--- src/rtl/rast_pkg.sv ---
// Shared types and constants for the resolver angle and speed tracker.
// Depends on nothing; imported by rtl/resolver_angle_speed_tracker_unit.sv.

package rast_pkg;

   // Quadrature counts per mechanical turn, as a power of two.
   localparam int unsigned CountBits = 12;
   localparam int unsigned AngleBits = 16;
   localparam int unsigned PoleBits  = 6;
   // Position within one turn in 1/65536 count.
   localparam int unsigned PosBits   = CountBits + AngleBits;

   // Register reset values.
   localparam logic [PoleBits-1:0] PolePairsReset = 6'd4;
   localparam logic [31:0]         SpeedGainReset = 32'd257359217;

   // Configuration register indexes.
   localparam logic CSR_POLE_PAIRS = 1'b0;
   localparam logic CSR_SPEED_GAIN = 1'b1;

   // Request opcodes.
   localparam logic [1:0] OP_STARTUP = 2'd0;
   localparam logic [1:0] OP_INDEX   = 2'd1;
   localparam logic [1:0] OP_UPDATE  = 2'd2;

   // Sequencer states.
   typedef enum logic [3:0] {
      ST_IDLE,
      ST_DIV,
      ST_POS,
      ST_ELEC,
      ST_TAKE,
      ST_SPD_LO,
      ST_SPD_HI,
      ST_SPD_ACC,
      ST_FIN
   } seq_state_type;

endpackage

--- src/rtl/resolver_angle_speed_tracker_unit.sv ---
// Resolver angle and speed tracker: top level with sequencer, divider and shared multiplier.
// Depends on rtl/rast_pkg.sv.
//
// Path to the response register: an ignored word goes straight to commit, an aligned update
// runs the angle and speed states, a start-up the 16-step serial divide, an unaligned update
// the divide and speed states, the first index the divide, position and angle states.
// Throughput: one request word at a time; a new word is taken as soon as the previous one has
// been committed to the response register, even while that response still waits downstream.
// Reset (synchronous, active high) restores the register defaults and clears all held state.

module resolver_angle_speed_tracker_unit
   import rast_pkg::*;
(
   input  logic        clock,
   input  logic        reset,
   // Request channel.
   input  logic        req_tvalid,
   output logic        req_tready,
   input  logic [47:0] req_tdata,   // [31:0] counter_value, [47:32] converter_angle
   input  logic [1:0]  req_tuser,   // [1:0] opcode
   // Response channel.
   output logic        rsp_tvalid,
   input  logic        rsp_tready,
   // [15:0] elec_angle, [31:16] mech_angle, [63:32] speed, [64] aligned,
   // [65] load_counter, [77:66] load_value, [79:78] zero
   output logic [79:0] rsp_tdata,
   // Configuration write channel.
   input  logic        csr_valid,
   output logic        csr_ready,
   input  logic        csr_index,
   input  logic [31:0] csr_data
);

   // Configuration registers.
   logic [PoleBits-1:0] pole_pairs_ff;
   logic [31:0]         speed_gain_ff;
   logic [PoleBits-1:0] pp_eff;

   // Held state across requests, and the registers that the response reports.
   logic                 is_aligned_ff;
   logic [AngleBits-1:0] startup_elec_ff;
   logic [CountBits-1:0] startup_count_ff;
   logic [31:0]          previous_count_ff;
   logic [AngleBits-1:0] elec_held_ff;
   logic [AngleBits-1:0] mech_held_ff;
   logic [31:0]          speed_held_ff;
   logic                 load_ff;
   logic [CountBits-1:0] load_value_ff;
   logic                 rsp_valid_ff;

   // Sequencer and work registers.
   seq_state_type        state_ff, state_in;
   logic [3:0]           step_ff;
   logic [1:0]           op_ff;
   logic                 work_aligned_ff;
   logic [31:0]          cnt_ff;
   logic [AngleBits-1:0] conv_ff;
   logic [31:0]          mag_ff;
   logic                 neg_ff;
   logic [AngleBits-1:0] div_q_ff;
   logic [PoleBits-1:0]  div_r_ff;
   logic [PosBits-1:0]   pos_ff;
   logic [AngleBits-1:0] work_elec_ff;
   logic [47:0]          prod_ff;
   logic [63:0]          acc_ff;

   // Control decoded from the state.
   logic        req_fire;
   logic        fin_commit;
   logic [15:0] mul_a;
   logic [31:0] mul_b;

   logic [31:0]         delta;
   logic [PoleBits:0]   div_trial;
   logic                div_take;
   logic [CountBits-1:0] moved_lo;
   logic [47:0]         speed_q;
   logic [31:0]         speed_sat;

   // A pole pair count of zero is handled as one.
   assign pp_eff = (pole_pairs_ff == '0) ? {{(PoleBits-1){1'b0}}, 1'b1} : pole_pairs_ff;

   assign req_fire  = req_tvalid && req_tready;
   assign csr_ready = 1'b1;

   // Configuration writes.
   always_ff @(posedge clock) begin
      if (reset) begin
         pole_pairs_ff <= PolePairsReset;
         speed_gain_ff <= SpeedGainReset;
      end else if (csr_valid) begin
         case (csr_index)
            CSR_POLE_PAIRS: pole_pairs_ff <= csr_data[PoleBits-1:0];
            CSR_SPEED_GAIN: speed_gain_ff <= csr_data;
            default: ;
         endcase
      end
   end

   // Next state of the sequencer.
   always_comb begin
      state_in = state_ff;
      case (state_ff)
         ST_IDLE: begin
            if (req_tvalid) begin
               if (req_tuser == OP_STARTUP) begin
                  state_in = ST_DIV;
               end else if (req_tuser == OP_INDEX && !is_aligned_ff) begin
                  state_in = ST_DIV;
               end else if (req_tuser == OP_UPDATE) begin
                  state_in = is_aligned_ff ? ST_ELEC : ST_DIV;
               end else begin
                  state_in = ST_FIN;
               end
            end
         end
         ST_DIV: begin
            if (step_ff == 4'd15) begin
               if (op_ff == OP_INDEX) begin
                  state_in = ST_POS;
               end else if (op_ff == OP_UPDATE) begin
                  state_in = ST_SPD_LO;
               end else begin
                  state_in = ST_FIN;
               end
            end
         end
         ST_POS:     state_in = ST_ELEC;
         ST_ELEC:    state_in = ST_TAKE;
         ST_TAKE:    state_in = (op_ff == OP_INDEX) ? ST_FIN : ST_SPD_LO;
         ST_SPD_LO:  state_in = ST_SPD_HI;
         ST_SPD_HI:  state_in = ST_SPD_ACC;
         ST_SPD_ACC: state_in = ST_FIN;
         ST_FIN: begin
            if (fin_commit) begin
               state_in = ST_IDLE;
            end
         end
         default:    state_in = ST_IDLE;
      endcase
   end

   // Control outputs and the operand selection of the shared multiplier.
   always_comb begin
      req_tready = 1'b0;
      fin_commit = 1'b0;
      mul_a      = {{(16-PoleBits){1'b0}}, pp_eff};
      mul_b      = {{(32-PosBits){1'b0}}, pos_ff};
      case (state_ff)
         ST_IDLE:   req_tready = 1'b1;
         ST_SPD_LO: begin
            mul_a = mag_ff[15:0];
            mul_b = speed_gain_ff;
         end
         ST_SPD_HI: begin
            mul_a = mag_ff[31:16];
            mul_b = speed_gain_ff;
         end
         ST_FIN:    fin_commit = !rsp_valid_ff || rsp_tready;
         default: ;
      endcase
   end

   always_ff @(posedge clock) begin
      if (reset) begin
         state_ff <= ST_IDLE;
      end else begin
         state_ff <= state_in;
      end
   end

   // Restoring divider: one quotient bit per cycle, the remainder stays below the divisor.
   assign div_trial = {div_r_ff, div_q_ff[AngleBits-1]};
   assign div_take  = div_trial >= {1'b0, pp_eff};

   assign delta    = req_tdata[31:0] - previous_count_ff;
   assign moved_lo = cnt_ff[CountBits-1:0] - startup_count_ff;

   // Round to nearest was folded into the accumulator; saturate to the signed range.
   assign speed_q = acc_ff[63:16];
   always_comb begin
      if (neg_ff) begin
         speed_sat = (|speed_q[47:31]) ? 32'h8000_0000 : (32'd0 - speed_q[31:0]);
      end else begin
         speed_sat = (|speed_q[47:31]) ? 32'h7FFF_FFFF : speed_q[31:0];
      end
   end

   // Work datapath.
   always_ff @(posedge clock) begin
      case (state_ff)
         ST_IDLE: begin
            op_ff           <= req_tuser;
            work_aligned_ff <= is_aligned_ff;
            cnt_ff          <= req_tdata[31:0];
            conv_ff         <= req_tdata[47:32];
            neg_ff          <= delta[31];
            mag_ff          <= delta[31] ? (32'd0 - delta) : delta;
            div_q_ff        <= (req_tuser == OP_INDEX) ? startup_elec_ff : req_tdata[47:32];
            div_r_ff        <= '0;
            step_ff         <= '0;
            // An aligned update reads the position straight from the low counter bits.
            pos_ff          <= {req_tdata[CountBits-1:0], {AngleBits{1'b0}}};
         end
         ST_DIV: begin
            div_q_ff <= {div_q_ff[AngleBits-2:0], div_take};
            div_r_ff <= div_take ? PoleBits'(div_trial - {1'b0, pp_eff})
                                 : div_trial[PoleBits-1:0];
            step_ff  <= step_ff + 4'd1;
         end
         ST_POS: begin
            // Start-up mechanical angle plus the counts moved, modulo one turn.
            pos_ff <= PosBits'({div_q_ff, {CountBits{1'b0}}})
                    + {moved_lo, {AngleBits{1'b0}}};
         end
         ST_TAKE: work_elec_ff <= prod_ff[PosBits-1:CountBits];
         ST_SPD_HI: acc_ff <= {16'd0, prod_ff} + 64'd32768;
         ST_SPD_ACC: acc_ff <= acc_ff + {prod_ff, 16'd0};
         default: ;
      endcase
      prod_ff <= mul_a * mul_b;
   end

   // Commit of the results into the held state and the response register.
   always_ff @(posedge clock) begin
      if (reset) begin
         is_aligned_ff     <= 1'b0;
         startup_elec_ff   <= '0;
         startup_count_ff  <= '0;
         previous_count_ff <= '0;
         elec_held_ff      <= '0;
         mech_held_ff      <= '0;
         speed_held_ff     <= '0;
         load_ff           <= 1'b0;
         load_value_ff     <= '0;
         rsp_valid_ff      <= 1'b0;
      end else begin
         // A new result refills the register in the cycle the old one leaves.
         if (fin_commit) begin
            rsp_valid_ff <= 1'b1;
         end else if (rsp_tready) begin
            rsp_valid_ff <= 1'b0;
         end
         if (fin_commit) begin
            if (op_ff == OP_STARTUP) begin
               startup_elec_ff   <= conv_ff;
               elec_held_ff      <= conv_ff;
               mech_held_ff      <= div_q_ff;
               startup_count_ff  <= div_q_ff[AngleBits-1:AngleBits-CountBits];
               previous_count_ff <= 32'(div_q_ff[AngleBits-1:AngleBits-CountBits]);
               speed_held_ff     <= '0;
               is_aligned_ff     <= 1'b0;
               load_ff           <= 1'b1;
               load_value_ff     <= div_q_ff[AngleBits-1:AngleBits-CountBits];
            end else if (op_ff == OP_INDEX && !work_aligned_ff) begin
               is_aligned_ff     <= 1'b1;
               elec_held_ff      <= work_elec_ff;
               mech_held_ff      <= pos_ff[PosBits-1:CountBits];
               previous_count_ff <= 32'(pos_ff[PosBits-1:AngleBits]);
               load_ff           <= 1'b1;
               load_value_ff     <= pos_ff[PosBits-1:AngleBits];
            end else begin
               load_ff       <= 1'b0;
               load_value_ff <= '0;
               if (op_ff == OP_UPDATE) begin
                  if (work_aligned_ff) begin
                     elec_held_ff <= work_elec_ff;
                     mech_held_ff <= pos_ff[PosBits-1:CountBits];
                  end else begin
                     elec_held_ff <= conv_ff;
                     mech_held_ff <= div_q_ff;
                  end
                  speed_held_ff     <= speed_sat;
                  previous_count_ff <= cnt_ff;
               end
            end
         end
      end
   end

   assign rsp_tvalid = rsp_valid_ff;
   assign rsp_tdata  = {2'b00, load_value_ff, load_ff, is_aligned_ff, speed_held_ff,
                        mech_held_ff, elec_held_ff};

endmodule
--- config.mk ---
export PLATFORM = sky130hd
export DESIGN_NAME = resolver_angle_speed_tracker_unit
export DESIGN_NICKNAME = d
export VERILOG_FILES = /design/src/rtl/rast_pkg.sv /design/src/rtl/resolver_angle_speed_tracker_unit.sv
export SDC_FILE = /design/constraint.sdc
export NUM_CORES = 2
export LEC_CHECK = 0
export BUFFER_PORTS_ARGS = -buffer_cell sky130_fd_sc_hd__buf_2
export CAP_MARGIN = 20
export CORE_UTILIZATION = 40
export CTS_BUF_LIST = sky130_fd_sc_hd__clkbuf_4
export CTS_CLUSTER_SIZE = 30
export DETAILED_ROUTE_END_ITERATION = 6
export SKIP_LAST_GASP = 1
export SYNTH_ARGS = -nofsm -noshare
export SYNTH_HDL_FRONTEND = slang
export SYNTH_SLANG_ARGS = --single-unit
--- constraint.sdc ---
create_clock -name clock -period 14.8 [get_ports clock]
set_clock_uncertainty 0.05 [all_clocks]
set_input_delay 2.96 -clock clock [delete_from_list [all_inputs] [get_ports clock]]
set_output_delay 2.96 -clock clock [all_outputs]
set_load 0.02 [all_outputs]
==> flow_metrics.tcl <==
set metrics [dict create \
    status "completed" \
    ir_worst_vdd_mv 0.181 \
    r2r_cells 28 \
    hp-class "register to register" \
    die-width_um 313 \
    worst_hold_path.num_cells 2 \
    finalWorstSetupSlack_ns 5.91 \
    clk_pin_slew_ns 0.07 \
    grt_usage_pct 24.4 \
    synth_ff_type "dfxtp_1" \
    grt_overflow 0 \
    slew_headroom_pct 19.0 \
    avgRoutedWirePerCell_um 20.1 \
    ant_nets 0 \
    ios 171 \
    placement.io_buffers 167 \
    worst_setup_path_end_kind "register" \
    post_route_cells_drive_above_1_share_pct 9.83 \
    cts_buffer_depth 3 \
    critPathMostFrequentCell "fa_1" \
    antenna_found_initial 6 \
    num-fill-cells 9632 \
    die-area_mm2 0.0982 \
    rr_endpoint "prod_ff[42]" \
    cp_max_fo 64 \
    intPower_mw 3.10 \
    cts-buffers-inserted 113 \
    p_comb_share_pct 46.3 \
    htree_levels 3 \
    r2r-start "state_ff[1]" \
    netlist_instances 4406 \
    synth_edf_count 190 \
    finalHoldViolCount 0 \
    p_seq_share_pct 33.3 \
    viasPerCell 5.38 \
    finalSetupViolCount 0 \
    gp_congestion 0.925 \
    synth_cell_type_count 79 \
    avgSynthCellArea_um2 8.80 \
    synth_seq_cells 419 \
    grt_pass1_vias 31800 \
    drt_wl_total_um 118000 \
    hold_ws_ns 0.398 \
    max_freq_mhz 113 \
    grt_max_degree 122 \
    required_ns 15.62 \
    insertion_delay_ns 0.98 \
    post-place-ws_ns 6.02 \
    fp.dieH_um 313 \
    p_sw_mw 2.52 \
    cts_tree "done" \
    p_sw_share_pct 44.8 \
    min-delay-start "previous_count_ff[13]" \
    hold_path_end "previous_count_ff[13]" \
    ys_seq_area_share_pct 26.5 \
    cpPeakStageDelay_ns 0.68 \
    fin_crit_sh_pct 60.0 \
    setup_tns_ns 0 \
    drc 0 \
    fin_crit_ns 8.89 \
    cellPowerDensity_mw_per_mm2 132 \
    worst_path_max_delay_cell "dfxtp_1" \
    hold_buffers 0 \
    rsz0062_at_grt "no" \
    synthesis.area_mm2 0.0388 \
    drt_pass1_iterations 6 \
    arrival_ns 9.71 \
    grt_pass1_wl_um 185000 \
    root_buffer "clkbuf_4" \
    drv_cap 0 \
    tightest_slew_ns 1.21 \
    drtIter0Drc 2254 \
    syn_to_final_growth_pct 9.54 \
    ctsResizeCount 0 \
    critical_path.startpoint_type "register" \
    ys_warn_count 0 \
    post_cts_buffers 0 \
    design.core.area_mm2 0.0956 \
    vias 31700 \
    p_clk_share_pct 20.5 \
    leakagePower_nw 18.8 \
    place_hpwl_um 91900 \
    critPathKind "register to register" \
    ys_async_sr_fraction_pct 0 \
    start_util_pct 40.6 \
    slew_viol_final 0 \
    nets 5270 \
    clock_sinks 419 \
    rrSetupSlack_ns 5.91 \
    rows 113 \
]
through the flow:
stage / std cells / total power [mW] / area, µm² / util [%]
detailed placement: 5675 / 4.48 / 40900 / 42.8
global placement: 5674 / 4.46 / 40900 / 42.8
CTS: 5884 / 5.66 / 42500 / 44.4
floorplan: 4407 / 3.63 / 38800 / -
finish: 5887 / 5.61 / 42500 / 44.5
global route: 5885 / 6.04 / 42500 / 44.4
worst max-delay path by stage:
stage | end | cells past startpoint | slack (ns) | startpoint
after global placement | prod_ff[42] | 28 | 6.19 | state_ff[1]
after global routing | prod_ff[42] | 28 | 5.26 | state_ff[1]
after detailed placement | prod_ff[46] | 28 | 6.02 | state_ff[1]
after floorplan | req_tready | 2 | 2.57 | state_ff[0]
after CTS | prod_ff[42] | 28 | 5.93 | state_ff[1]
final | prod_ff[42] | 28 | 5.91 | state_ff[1]
power groups by stage:
| stage | clock [mW] | combinational [mW] | sequential (mW) |
|---|---|---|---|
| floorplan | 0 | 1.85 | 1.78 |
| global placement | 0 | 2.57 | 1.89 |
| detailed placement | 0 | 2.60 | 1.89 |
| CTS | 1.19 | 2.61 | 1.86 |
| global route | 1.25 | 2.90 | 1.88 |
| finish | 1.15 | 2.60 | 1.87 |
metal layers:
metal | global-route usage, % | part of all wire, %
met5 | 0 | 0.030
met4 | 8.45 | 3.5
met3 | 4.55 | 7.0
met2 | 39.1 | 46
met1 | 33.1 | 44
cell usage after synthesis, types with 17 or more instances:
library cell  instances  area, µm²
a211oi_1             60        450
a21o_1               71        533
a21oi_1             223       1120
a22o_1               17        149
a22oi_1              53        398
a31oi_1              26        163
and2_1               80        500
and3_1               40        250
clkbuf_1            205        769
dfxtp_1             229       4580
edfxtp_1            190       5710
fa_1                423       8470
ha_1                234       2930
inv_1               542       2030
mux2i_1              73        731
nand2_1             695       2610
nand2b_1             32        200
nand3_1              80        400
nand3b_1             23        173
nand4_1              26        163
nor2_1              414       1550
nor3_1               48        240
o21ai_0             143        716
o21bai_1             33        248
xnor2_1             125       1090
xor2_1               81        709
flip-flops by register name, indices dropped and copies added (netlist names), 16 cells and up:
name               count
speed_held_ff         32
previous_count_ff     32
conv_ff               16
speed_gain_ff         32
elec_held_ff          16
div_q_ff              16
mech_held_ff          16
work_elec_ff          16
startup_elec_ff       16
acc_ff                48
prod_ff               48
mag_ff                32
cnt_ff                32
pos_ff                16
critical path, delay by kind of cell (launching register included):
| kind | cells | cell delay [ns] |
|---|---|---|
| xor+xnor | 1 | 0.13 |
| simple gates | 6 | 1.34 |
| buf+inv | 5 | 1.05 |
| fa+ha+maj | 7 | 3.36 |
| flops | 1 | 0.68 |
| compound gates | 9 | 2.13 |
area by class of cell:
type	instances	area, µm²	area share, %
multi-input cells	3224	25700	60.5
flip-flops and latches	419	10300	24.2
inverters	542	2030	4.79
well taps	1265	1580	3.73
clock buffers	176	1320	3.11
repair buffers	225	1280	3.02
clock inverters	33	279	0.657
diodes	3	7.51	0.0177
logic make-up (layout without fill, tap and decap cells):
family	count (synthesis)	after routing	share of synthesized area, %
simple gates	1517	1517	17.2
compound gates	764	764	12.7
buf+inv	764	976	7.46
fa+ha+maj	657	657	29.4
flops	419	419	26.5
xor+xnor	207	207	4.71
mux	76	76	1.97
other cells	2	6	0.0194
cell usage in the layout, fill, tap and decap left out, types with 40 or more instances in the layout:
cell / n
mux2i_1: 73
xnor2_1: 125
nand2_1: 695
a211oi_1: 60
nand3_1: 79
xor2_1: 81
inv_1: 542
and2_1: 80
and3_1: 40
ha_1: 234
buf_2: 166
a22oi_1: 53
clkbuf_4: 176
o21ai_0: 142
dfxtp_1: 229
nor2_1: 409
fa_1: 423
a21oi_1: 223
buf_4: 57
nor3_1: 43
a21o_1: 71
edfxtp_1: 190
(Power assumes the default switching activity.)
